## src/hw/rtl/srcs_pkg.sv

```systemverilog
// ----------------------------------------------------------------------------
// srcs_pkg
// Shared types and constants for the selective-repeat congestion sender.
// ----------------------------------------------------------------------------
package srcs_pkg;

	localparam int WINDOW_SLOTS_DEF = 32;
	localparam int CWND_MAX_DEF     = 1023;
	localparam int CWND_W           = 10;
	localparam int SEQ_W            = 32;
	localparam int SLOT_IDX_W       = 5;
	localparam int DUP_LIMIT        = 3;
	localparam int THRESH_RESET     = 16;
	localparam int QUEUE_DEPTH      = 2;

	typedef enum logic [1:0] {
		REQ_ACK     = 2'd0,
		REQ_TIMEOUT = 2'd1,
		REQ_POLL    = 2'd2,
		REQ_NONE    = 2'd3
	} req_t;

	typedef enum logic [1:0] {
		PH_SLOW  = 2'd0,
		PH_AVOID = 2'd1,
		PH_RECOV = 2'd2
	} phase_t;

	typedef enum logic [1:0] {
		SLOT_UNSENT = 2'd0,
		SLOT_OUT    = 2'd1,
		SLOT_ACKED  = 2'd2
	} slot_t;

	// back end sequencing
	typedef enum logic [1:0] {
		ST_IDLE  = 2'd0,
		ST_SLIDE = 2'd1,
		ST_RES   = 2'd2
	} back_st_t;

	localparam logic [0:0] CFG_TOTAL  = 1'b0;
	localparam logic [0:0] CFG_THRESH = 1'b1;

	// classified item from front to back
	typedef struct packed {
		req_t                  req;
		logic [SEQ_W-1:0]      ack_seq;
		logic [SLOT_IDX_W-1:0] tslot;
	} cmd_t;

	typedef struct packed {
		logic                 send_valid;
		logic [SEQ_W-1:0]     send_seq;
		logic                 is_retransmit;
		logic [1:0]           phase;
		logic [CWND_W-1:0]    window_now;
		logic [CWND_W-1:0]    threshold_now;
		logic [SEQ_W-1:0]     base_now;
		logic                 all_done;
	} res_t;

endpackage

```

## src/hw/rtl/srcs_front.sv

```systemverilog
// ----------------------------------------------------------------------------
// srcs_front
// Accepts items and holds them in a short queue for the back end.
// ----------------------------------------------------------------------------
module srcs_front (
	input  logic              clk,
	input  logic              arst_n,
	input  logic              push,
	output logic              full,
	input  srcs_pkg::cmd_t    cmd_in,
	output logic              cmd_valid,
	input  logic              cmd_take,
	output srcs_pkg::cmd_t    cmd_out
);
	srcs_pkg::cmd_t q_q [srcs_pkg::QUEUE_DEPTH];
	logic [1:0] cnt_q;
	logic       rd_q, wr_q;
	logic       do_push, do_pop;

	assign full      = (cnt_q == 2'(srcs_pkg::QUEUE_DEPTH));
	assign cmd_valid = (cnt_q != 2'd0);
	assign do_push   = push && !full;
	assign do_pop    = cmd_take && cmd_valid;
	assign cmd_out   = q_q[rd_q];

	always_ff @(posedge clk or negedge arst_n) begin
		if (!arst_n) begin
			cnt_q <= '0;
			rd_q  <= 1'b0;
			wr_q  <= 1'b0;
		end else begin
			if (do_push) wr_q <= ~wr_q;
			if (do_pop)  rd_q <= ~rd_q;
			cnt_q <= cnt_q + 2'(do_push) - 2'(do_pop);
		end
	end

	always_ff @(posedge clk) begin
		if (do_push) q_q[wr_q] <= cmd_in;
	end
endmodule

```

## src/hw/rtl/srcs_back.sv

```systemverilog
// ----------------------------------------------------------------------------
// srcs_back
// Runs the window and congestion update for one item, then for an ACK of the
// base slides the base one slot a cycle. Holds the result until it is popped.
// ----------------------------------------------------------------------------
module srcs_back #(
	parameter int WINDOW_SLOTS = srcs_pkg::WINDOW_SLOTS_DEF,
	parameter int CWND_MAX     = srcs_pkg::CWND_MAX_DEF
) (
	input  logic                          clk,
	input  logic                          arst_n,
	input  logic                          cfg_we,
	input  logic                          cfg_idx,
	input  logic [srcs_pkg::SEQ_W-1:0]    cfg_data,
	input  logic                          cmd_valid,
	output logic                          cmd_take,
	input  srcs_pkg::cmd_t                cmd,
	output logic                          res_valid,
	input  logic                          res_take,
	output srcs_pkg::res_t                res
);
	localparam int OFF_W = (WINDOW_SLOTS > 1) ? $clog2(WINDOW_SLOTS) : 1;
	localparam int CW    = srcs_pkg::CWND_W;
	localparam int SW    = srcs_pkg::SEQ_W;

	srcs_pkg::back_st_t st_q, st_d;

	logic [SW-1:0] total_q, base_q, next_q;
	logic [CW-1:0] cwnd_q, thr_q, avoid_q;
	logic [1:0]    dup_q;
	srcs_pkg::phase_t ph_q;
	srcs_pkg::slot_t  slot_q [WINDOW_SLOTS];
	logic           send_q, retx_q;
	logic [SW-1:0]  seq_q;
	logic           rvalid_q;

	logic done;
	logic [SW-1:0] off;
	logic [CW-1:0] eff, halv;
	logic inwin, inslots;
	logic [CW:0] cw_inc, thr3;
	logic [CW-1:0] cw_sat, thr3_sat;
	logic [CW-1:0] thr_cfg;
	logic [CW-1:0] av_inc, cw_mid, halv_mid;

	assign done    = (base_q >= total_q);
	assign off     = cmd.ack_seq - base_q;
	assign eff     = (cwnd_q < CW'(WINDOW_SLOTS)) ? cwnd_q : CW'(WINDOW_SLOTS);
	assign halv    = ((cwnd_q >> 1) == '0) ? CW'(1) : (cwnd_q >> 1);
	assign inwin   = (cmd.ack_seq >= base_q) && (off < SW'(eff));
	assign inslots = (cmd.ack_seq >= base_q) && (off < SW'(WINDOW_SLOTS));
	assign cw_inc  = {1'b0, cwnd_q} + (CW+1)'(1);
	assign cw_sat  = (cw_inc > (CW+1)'(CWND_MAX)) ? CW'(CWND_MAX) : cw_inc[CW-1:0];
	assign av_inc  = avoid_q + CW'(1);
	// window after the phase growth of an ACK; fast retransmit halves this one
	assign cw_mid  = (ph_q == srcs_pkg::PH_SLOW) ?
		((cwnd_q <= thr_q) ? cw_sat : cwnd_q) :
		((av_inc >= cwnd_q) ? cw_sat : cwnd_q);
	assign halv_mid = ((cw_mid >> 1) == '0) ? CW'(1) : (cw_mid >> 1);
	assign thr3    = {1'b0, halv_mid} + (CW+1)'(srcs_pkg::DUP_LIMIT);
	assign thr3_sat = (thr3 > (CW+1)'(CWND_MAX)) ? CW'(CWND_MAX) : thr3[CW-1:0];
	assign thr_cfg = (cfg_data[CW-1:0] == '0) ? CW'(1) : cfg_data[CW-1:0];

	assign cmd_take  = (st_q == srcs_pkg::ST_IDLE) && cmd_valid && !rvalid_q;
	assign res_valid = rvalid_q;

	always_comb begin
		st_d = st_q;
		unique case (st_q)
			srcs_pkg::ST_IDLE: if (cmd_take) begin
				st_d = (cmd.req == srcs_pkg::REQ_ACK && !done && inslots &&
					cmd.ack_seq == base_q) ? srcs_pkg::ST_SLIDE : srcs_pkg::ST_RES;
			end
			srcs_pkg::ST_SLIDE: if (slot_q[0] != srcs_pkg::SLOT_ACKED) st_d = srcs_pkg::ST_RES;
			srcs_pkg::ST_RES:   st_d = srcs_pkg::ST_IDLE;
			default:  st_d = srcs_pkg::ST_IDLE;
		endcase
	end

	always_ff @(posedge clk or negedge arst_n) begin
		if (!arst_n) begin
			st_q     <= srcs_pkg::ST_IDLE;
			total_q  <= '0;
			thr_q    <= CW'(srcs_pkg::THRESH_RESET);
			cwnd_q   <= CW'(1);
			avoid_q  <= '0;
			dup_q    <= '0;
			ph_q     <= srcs_pkg::PH_SLOW;
			base_q   <= '0;
			next_q   <= '0;
			rvalid_q <= 1'b0;
			send_q   <= 1'b0;
			retx_q   <= 1'b0;
			seq_q    <= '0;
			for (int i = 0; i < WINDOW_SLOTS; i++) slot_q[i] <= srcs_pkg::SLOT_UNSENT;
		end else begin
			st_q <= st_d;
			if (cfg_we) begin
				if (cfg_idx == srcs_pkg::CFG_TOTAL) total_q <= cfg_data;
				else begin
					thr_q <= thr_cfg;
				end
			end
			if (res_take && rvalid_q) rvalid_q <= 1'b0;
			if (st_q == srcs_pkg::ST_RES) rvalid_q <= 1'b1;
			if (cmd_take) begin
				send_q <= 1'b0;
				retx_q <= 1'b0;
				seq_q  <= '0;
				if (!done) begin
					unique case (cmd.req)
						srcs_pkg::REQ_ACK: begin
							if (inwin) begin
								logic [1:0] dn;
								dn = (cmd.ack_seq == base_q) ? 2'd0 : dup_q + 2'd1;
								if (ph_q == srcs_pkg::PH_RECOV) begin
									if (cmd.ack_seq == base_q) begin
										cwnd_q <= thr_q;
										dup_q  <= '0;
										ph_q   <= srcs_pkg::PH_AVOID;
									end else cwnd_q <= cw_sat;
								end else begin
									if (ph_q == srcs_pkg::PH_SLOW) begin
										if (cwnd_q <= thr_q) cwnd_q <= cw_sat;
										else ph_q <= srcs_pkg::PH_AVOID;
									end else begin
										if (av_inc >= cwnd_q) begin
											cwnd_q  <= cw_sat;
											avoid_q <= '0;
										end else avoid_q <= av_inc;
									end
									if (dn == 2'(srcs_pkg::DUP_LIMIT)) begin
										thr_q  <= halv_mid;
										cwnd_q <= thr3_sat;
										ph_q   <= srcs_pkg::PH_RECOV;
										dup_q  <= '0;
										send_q <= 1'b1;
										retx_q <= 1'b1;
										seq_q  <= base_q;
									end else dup_q <= dn;
								end
							end
							if (inslots && slot_q[off[OFF_W-1:0]] == srcs_pkg::SLOT_OUT)
								slot_q[off[OFF_W-1:0]] <= srcs_pkg::SLOT_ACKED;
						end
						srcs_pkg::REQ_TIMEOUT: begin
							if (32'(cmd.tslot) < WINDOW_SLOTS &&
								slot_q[OFF_W'(cmd.tslot)] == srcs_pkg::SLOT_OUT) begin
								send_q <= 1'b1;
								retx_q <= 1'b1;
								seq_q  <= base_q + SW'(cmd.tslot);
								thr_q  <= halv;
								cwnd_q <= CW'(1);
								ph_q   <= srcs_pkg::PH_SLOW;
							end
						end
						srcs_pkg::REQ_POLL: begin
							if ({1'b0, next_q} < {1'b0, base_q} + (SW+1)'(eff) &&
								next_q < total_q) begin
								if ((next_q - base_q) < SW'(WINDOW_SLOTS))
									slot_q[OFF_W'(next_q - base_q)] <= srcs_pkg::SLOT_OUT;
								send_q <= 1'b1;
								seq_q  <= next_q;
								next_q <= next_q + SW'(1);
							end
						end
						default: ;
					endcase
				end
			end
			// slide one acknowledged slot per cycle
			if (st_q == srcs_pkg::ST_SLIDE && slot_q[0] == srcs_pkg::SLOT_ACKED) begin
				for (int i = 0; i < WINDOW_SLOTS - 1; i++) slot_q[i] <= slot_q[i+1];
				slot_q[WINDOW_SLOTS-1] <= srcs_pkg::SLOT_UNSENT;
				base_q <= base_q + SW'(1);
			end
		end
	end

	always_comb begin
		res.send_valid    = send_q;
		res.send_seq      = seq_q;
		res.is_retransmit = retx_q;
		res.phase         = ph_q;
		res.window_now    = cwnd_q;
		res.threshold_now = thr_q;
		res.base_now      = base_q;
		res.all_done      = done;
	end
endmodule

```

## src/hw/rtl/selective_repeat_congestion_sender.sv

```systemverilog
// ----------------------------------------------------------------------------
// selective_repeat_congestion_sender
// Selective-repeat sender window with Reno-style congestion control.
// ----------------------------------------------------------------------------
// Items (ACK, slot timeout, send poll) enter through push/full into a
// two-entry queue. The back end takes one item at a time: it runs the
// update, then for an ACK of the window base it slides the base over each
// acknowledged slot in turn until it finds the first open slot, then it
// posts the result. An item that enters an idle block is queued, taken for
// the update and then posted, in that order. An ACK of the base slides the
// base over at most WINDOW_SLOTS slots. One result per item is shown on the
// result ports while empty is low and leaves on pop. While a result is
// unpopped the back end takes no new item; the queue still accepts up to
// two more, then full rises.
// Configuration: cfg_we, cfg_index, cfg_data; index 0 total_packets,
// index 1 initial_threshold (0 loads as 1; also reloads the threshold).
// Reset (arst_n low) empties the queue, clears all slots and restores the
// congestion state: slow start, window 1, threshold 16.
// ----------------------------------------------------------------------------
module selective_repeat_congestion_sender #(
	parameter int WINDOW_SLOTS = srcs_pkg::WINDOW_SLOTS_DEF,
	parameter int CWND_MAX     = srcs_pkg::CWND_MAX_DEF
) (
	input  logic        clk,
	input  logic        arst_n,
	input  logic        cfg_we,
	input  logic        cfg_index,
	input  logic [31:0] cfg_data,
	input  logic        push,
	output logic        full,
	input  logic [1:0]  req_type,
	input  logic [31:0] ack_seq,
	input  logic [4:0]  timed_out_slot,
	output logic        empty,
	input  logic        pop,
	output logic        send_valid,
	output logic [31:0] send_seq,
	output logic        is_retransmit,
	output logic [1:0]  phase,
	output logic [9:0]  window_now,
	output logic [9:0]  threshold_now,
	output logic [31:0] base_now,
	output logic        all_done
);
	srcs_pkg::cmd_t cin, cq;
	srcs_pkg::res_t res;
	logic cvalid, ctake, rvalid;

	assign cin.req     = srcs_pkg::req_t'(req_type);
	assign cin.ack_seq = ack_seq;
	assign cin.tslot   = timed_out_slot;

	srcs_front u_front (
		.clk(clk), .arst_n(arst_n), .push(push), .full(full), .cmd_in(cin),
		.cmd_valid(cvalid), .cmd_take(ctake), .cmd_out(cq)
	);

	srcs_back #(.WINDOW_SLOTS(WINDOW_SLOTS), .CWND_MAX(CWND_MAX)) u_back (
		.clk(clk), .arst_n(arst_n), .cfg_we(cfg_we), .cfg_idx(cfg_index),
		.cfg_data(cfg_data), .cmd_valid(cvalid), .cmd_take(ctake), .cmd(cq),
		.res_valid(rvalid), .res_take(pop), .res(res)
	);

	assign empty         = !rvalid;
	assign send_valid    = res.send_valid;
	assign send_seq      = res.send_seq;
	assign is_retransmit = res.is_retransmit;
	assign phase         = res.phase;
	assign window_now    = res.window_now;
	assign threshold_now = res.threshold_now;
	assign base_now      = res.base_now;
	assign all_done      = res.all_done;
endmodule
```

## config.mk

```make
export PLATFORM = sky130hd
export DESIGN_NAME = selective_repeat_congestion_sender
export DESIGN_NICKNAME = d
export VERILOG_FILES = /design/src/hw/rtl/srcs_pkg.sv /design/src/hw/rtl/srcs_front.sv /design/src/hw/rtl/srcs_back.sv /design/src/hw/rtl/selective_repeat_congestion_sender.sv
export SDC_FILE = /design/constraint.sdc
export NUM_CORES = 1
export LEC_CHECK = 0
export ABC_AREA = 0
export BUFFER_PORTS_ARGS = -buffer_cell sky130_fd_sc_hd__buf_2
export CORE_AREA = 5 5 294 296
export DETAILED_ROUTE_END_ITERATION = 12
export DIE_AREA = 0 0 299 301
export HOLD_SLACK_MARGIN = 0.03
export PLACE_DENSITY = 0.55
export SETUP_SLACK_MARGIN = 0.15
export SYNTH_ARGS = -nofsm -noshare
export SYNTH_HDL_FRONTEND = slang
export SYNTH_SLANG_ARGS = --single-unit
export TNS_END_PERCENT = 30
```

## constraint.sdc

```tcl
create_clock -name clk -period 8 [get_ports clk]
set_input_delay 0.4 -clock clk [delete_from_list [all_inputs] [get_ports clk]]
set_output_delay 0.4 -clock clk [all_outputs]
set_load 0.05 [all_outputs]
```

==> impl_metrics.env <==
export IMPL_viasPerCell=5.60
export IMPL_ys_types=102
export IMPL_total_power_mw=7.07
export IMPL_io_pins=168
export IMPL_slew_headroom_pct=23.2
export IMPL_endpoint="u_back.slot_q[42]"
export IMPL_worst_ep_required_time_ps=8460
export IMPL_cts_resized=0
export IMPL_clock_latency_ps=580
export IMPL_powerDensity_nw_per_um2=249
export IMPL_cts_sinks=313
export IMPL_place_inst=3997
export IMPL_drive_gt1_share_pct=12.5
export IMPL_skew_ps=37.4
export IMPL_dp_slack_ps=812
export IMPL_finalSetupViolations=0
export IMPL_die_h_um=301
export IMPL_cts_clk_slew_worst_paths_ps=70
export IMPL_cp_max_fo=67
export IMPL_synth_async_reset_ratio_pct=75.1
export IMPL_ff2ff_setup_slack_ps=710
export IMPL_cts_setup_buffers=0
export IMPL_cts_htree_levels=2
export IMPL_final_setup_tns_ps=0
export IMPL_slowest_delay_ps=540
export IMPL_hold_buffers=45
export IMPL_post_route_period_util_pct=91.1
export IMPL_place_gp_congestion=0.924
export IMPL_gr_total_overflow=0
export IMPL_fmax_mhz=137
export IMPL_wl_mm=90.0
export IMPL_synth_cells=2849
export IMPL_cts_buffer_depth=3
export IMPL_core_area_sq_um=83300
export IMPL_track_usage_pct=19.3
export IMPL_synth_edf_count=78
export IMPL_setup_slack_ps=714
export IMPL_worst_r2r_cell_count=29
export IMPL_hpwl_mm=68.1
export IMPL_numCtsBuffers=38
export IMPL_final_common_cell="nand2_1"
export IMPL_vias=23030
export IMPL_yosysWarnings=0
export IMPL_drv_slew=0
export IMPL_critPathKind="flop to flop"
export IMPL_die_w_um=299
export IMPL_worstPathArrival_ps=7750
export IMPL_critPathLaunch="u_back.cwnd_q[8]"
export IMPL_dr_pass1_iters=9
export IMPL_synthToLayoutAreaGrowth_pct=15.0
export IMPL_slowest_stage="dfrtp_1"
export IMPL_rsz0062_at_grt="false"
export IMPL_antenna_left=0
export IMPL_tritoncts="yes"
export IMPL_syn_area_sq_um=24700
export IMPL_grt_pass1_wl_mm=137
export IMPL_synth_seq_area_share_pct=33.3
export IMPL_rr_startpoint="u_back.cwnd_q[8]"
export IMPL_antenna_found_initial=4
export IMPL_peakVddDrop_mv=0.138
export IMPL_avgSynthCellArea_sq_um=8.68
export IMPL_leakage_nw=12.0
export IMPL_port_buffers=167
export IMPL_fin_crit_ps=7290
export IMPL_final_cells=4113
export IMPL_ys_ff_latch=313
export IMPL_start_util_pct=29.7
export IMPL_grt_max_degree=145
export IMPL_worstHoldPathType="input pin to flop"
export IMPL_outcome="finished, final reports clean"
export IMPL_clockRootBuffer="clkbuf_16"
export IMPL_crit_path_start_kind="flop"
export IMPL_worstHoldPathCells=3
export IMPL_wl_per_cell_um=21.9
export IMPL_drv_cap=0
export IMPL_nFillCells=8723
export IMPL_first_global_vias=21985
export IMPL_drc=0
export IMPL_row_count=106
export IMPL_r2r_end="u_back.slot_q[42]"
export IMPL_drtIter0Drc=2384
export IMPL_fin_nets=3293
export IMPL_final_cell_mix="nand2_1 (315), dfrtp_1 (232), ha_1 (210), nor2_1 (189), o21ai_0 (186)"
export IMPL_die_area_sq_um=90000
export IMPL_synth_ff_type="dfrtp_1"
export IMPL_timing_hold_ws_ps=49.0
export IMPL_end_kind="flop"
export IMPL_tightestPinTransition_ps=1140
export IMPL_hold_viol_final=0
## registers in the layout, summed over array words and instances, names as in the netlist, 2 cells and up
name	count
u_back.slot_q	64
u_back.thr_q	10
u_front.cnt_q	2
u_back.ph_q	2
u_back.total_q	32
u_back.base_q	32
u_front.q_q	78
u_back.st_q	2
u_back.avoid_q	10
u_back.next_q	32
u_back.cwnd_q	10
u_back.seq_q	32
u_back.dup_q	2
## cells in the mapped netlist, types with 32 or more instances
master | n | area [sq um]
nand2_1 | 315 | 1180
dfrtp_1 | 233 | 5830
ha_1 | 210 | 2630
nor2_1 | 190 | 713
o21ai_0 | 187 | 936
a21oi_1 | 170 | 851
inv_1 | 156 | 586
xnor2_1 | 127 | 1110
clkbuf_1 | 116 | 435
nand3_1 | 90 | 450
edfxtp_1 | 78 | 2340
nor3_1 | 69 | 345
nand4_1 | 65 | 407
a31oi_1 | 48 | 300
a211oi_1 | 45 | 338
a21o_1 | 44 | 330
mux2_2 | 40 | 450
nand2b_1 | 36 | 225
nor4_1 | 34 | 213
o21a_1 | 32 | 240
## cells by family (layout without fill, tap and decap cells)
| group | Yosys count | count (layout) | share of synthesized area, % |
|---|---|---|---|
| XOR/XNOR | 157 | 157 | 5.56 |
| flip-flops | 313 | 313 | 33.3 |
| other | 2 | 9 | 0.0304 |
| adder cells (fa/ha/maj) | 214 | 214 | 11.0 |
| multiplexers | 74 | 74 | 3.87 |
| AND/OR/NAND/NOR | 969 | 969 | 19.2 |
| AO/OA/AOI/OAI | 822 | 822 | 22.2 |
| buffers and inverters | 298 | 475 | 4.86 |
## per-layer routing
metal | part of all wire [%] | routed length [um] | track usage [%]
met1 | 47 | 42300 | 28.1
met3 | 6.5 | 5870 | 2.73
met2 | 44 | 39600 | 30.2
met5 | 0.026 | 23 | 0
met4 | 2.5 | 2210 | 5.19
## where the power goes
group / internal [mW] / total [mW] / switching, mW
combinational: 1.06 / 3.27 / 2.20
sequential: 1.84 / 1.97 / 0.135
clock: 1.07 / 1.83 / 0.754
## metrics by stage
step                area, sq um  util [%]
floorplan                 24700         -
global placement          26700      32.0
detailed placement        26700      32.0
CTS                       28400      34.1
global route              28400      34.1
finish                    28400      34.1
## worst min-delay path by stage
stage	start	endpoint	slack, ps
5_1_grt	ack_seq[20]	u_front.q_q[0][25]	50
3_3_place_gp	u_back.st_q[1]	u_back.st_q[1]	460
3_5_place_dp	u_back.st_q[1]	u_back.st_q[1]	460
4_1_cts	cfg_data[18]	u_back.total_q[18]	30
6_report	cfg_data[16]	u_back.total_q[16]	50
2_1_floorplan	arst_n	u_back.avoid_q[0]	100
## cell type report
type,count,area (sq um),share of cell area (%)
clock inverters,18,199,0.700
diodes,1,2.50,0.00880
flip-flops and latches,313,8230,28.9
multi-input cells,2244,15400,54.0
well taps,1080,1350,4.75
repair buffers,248,1590,5.60
clock buffers,52,1100,3.89
inverters,157,589,2.07
## critical path: cells and delay by family, from the launching register on
| kind | cells | cell delay [ps] |
|---|---|---|
| adders and majority gates | 2 | 430 |
| buffers and inverters | 2 | 430 |
| DFF | 1 | 540 |
| AOI/OAI and AO/OA | 16 | 3620 |
| xor gates and xnor gates | 1 | 140 |
| and+or+nand+nor | 8 | 1970 |
Power figures use the tool's default switching activity.
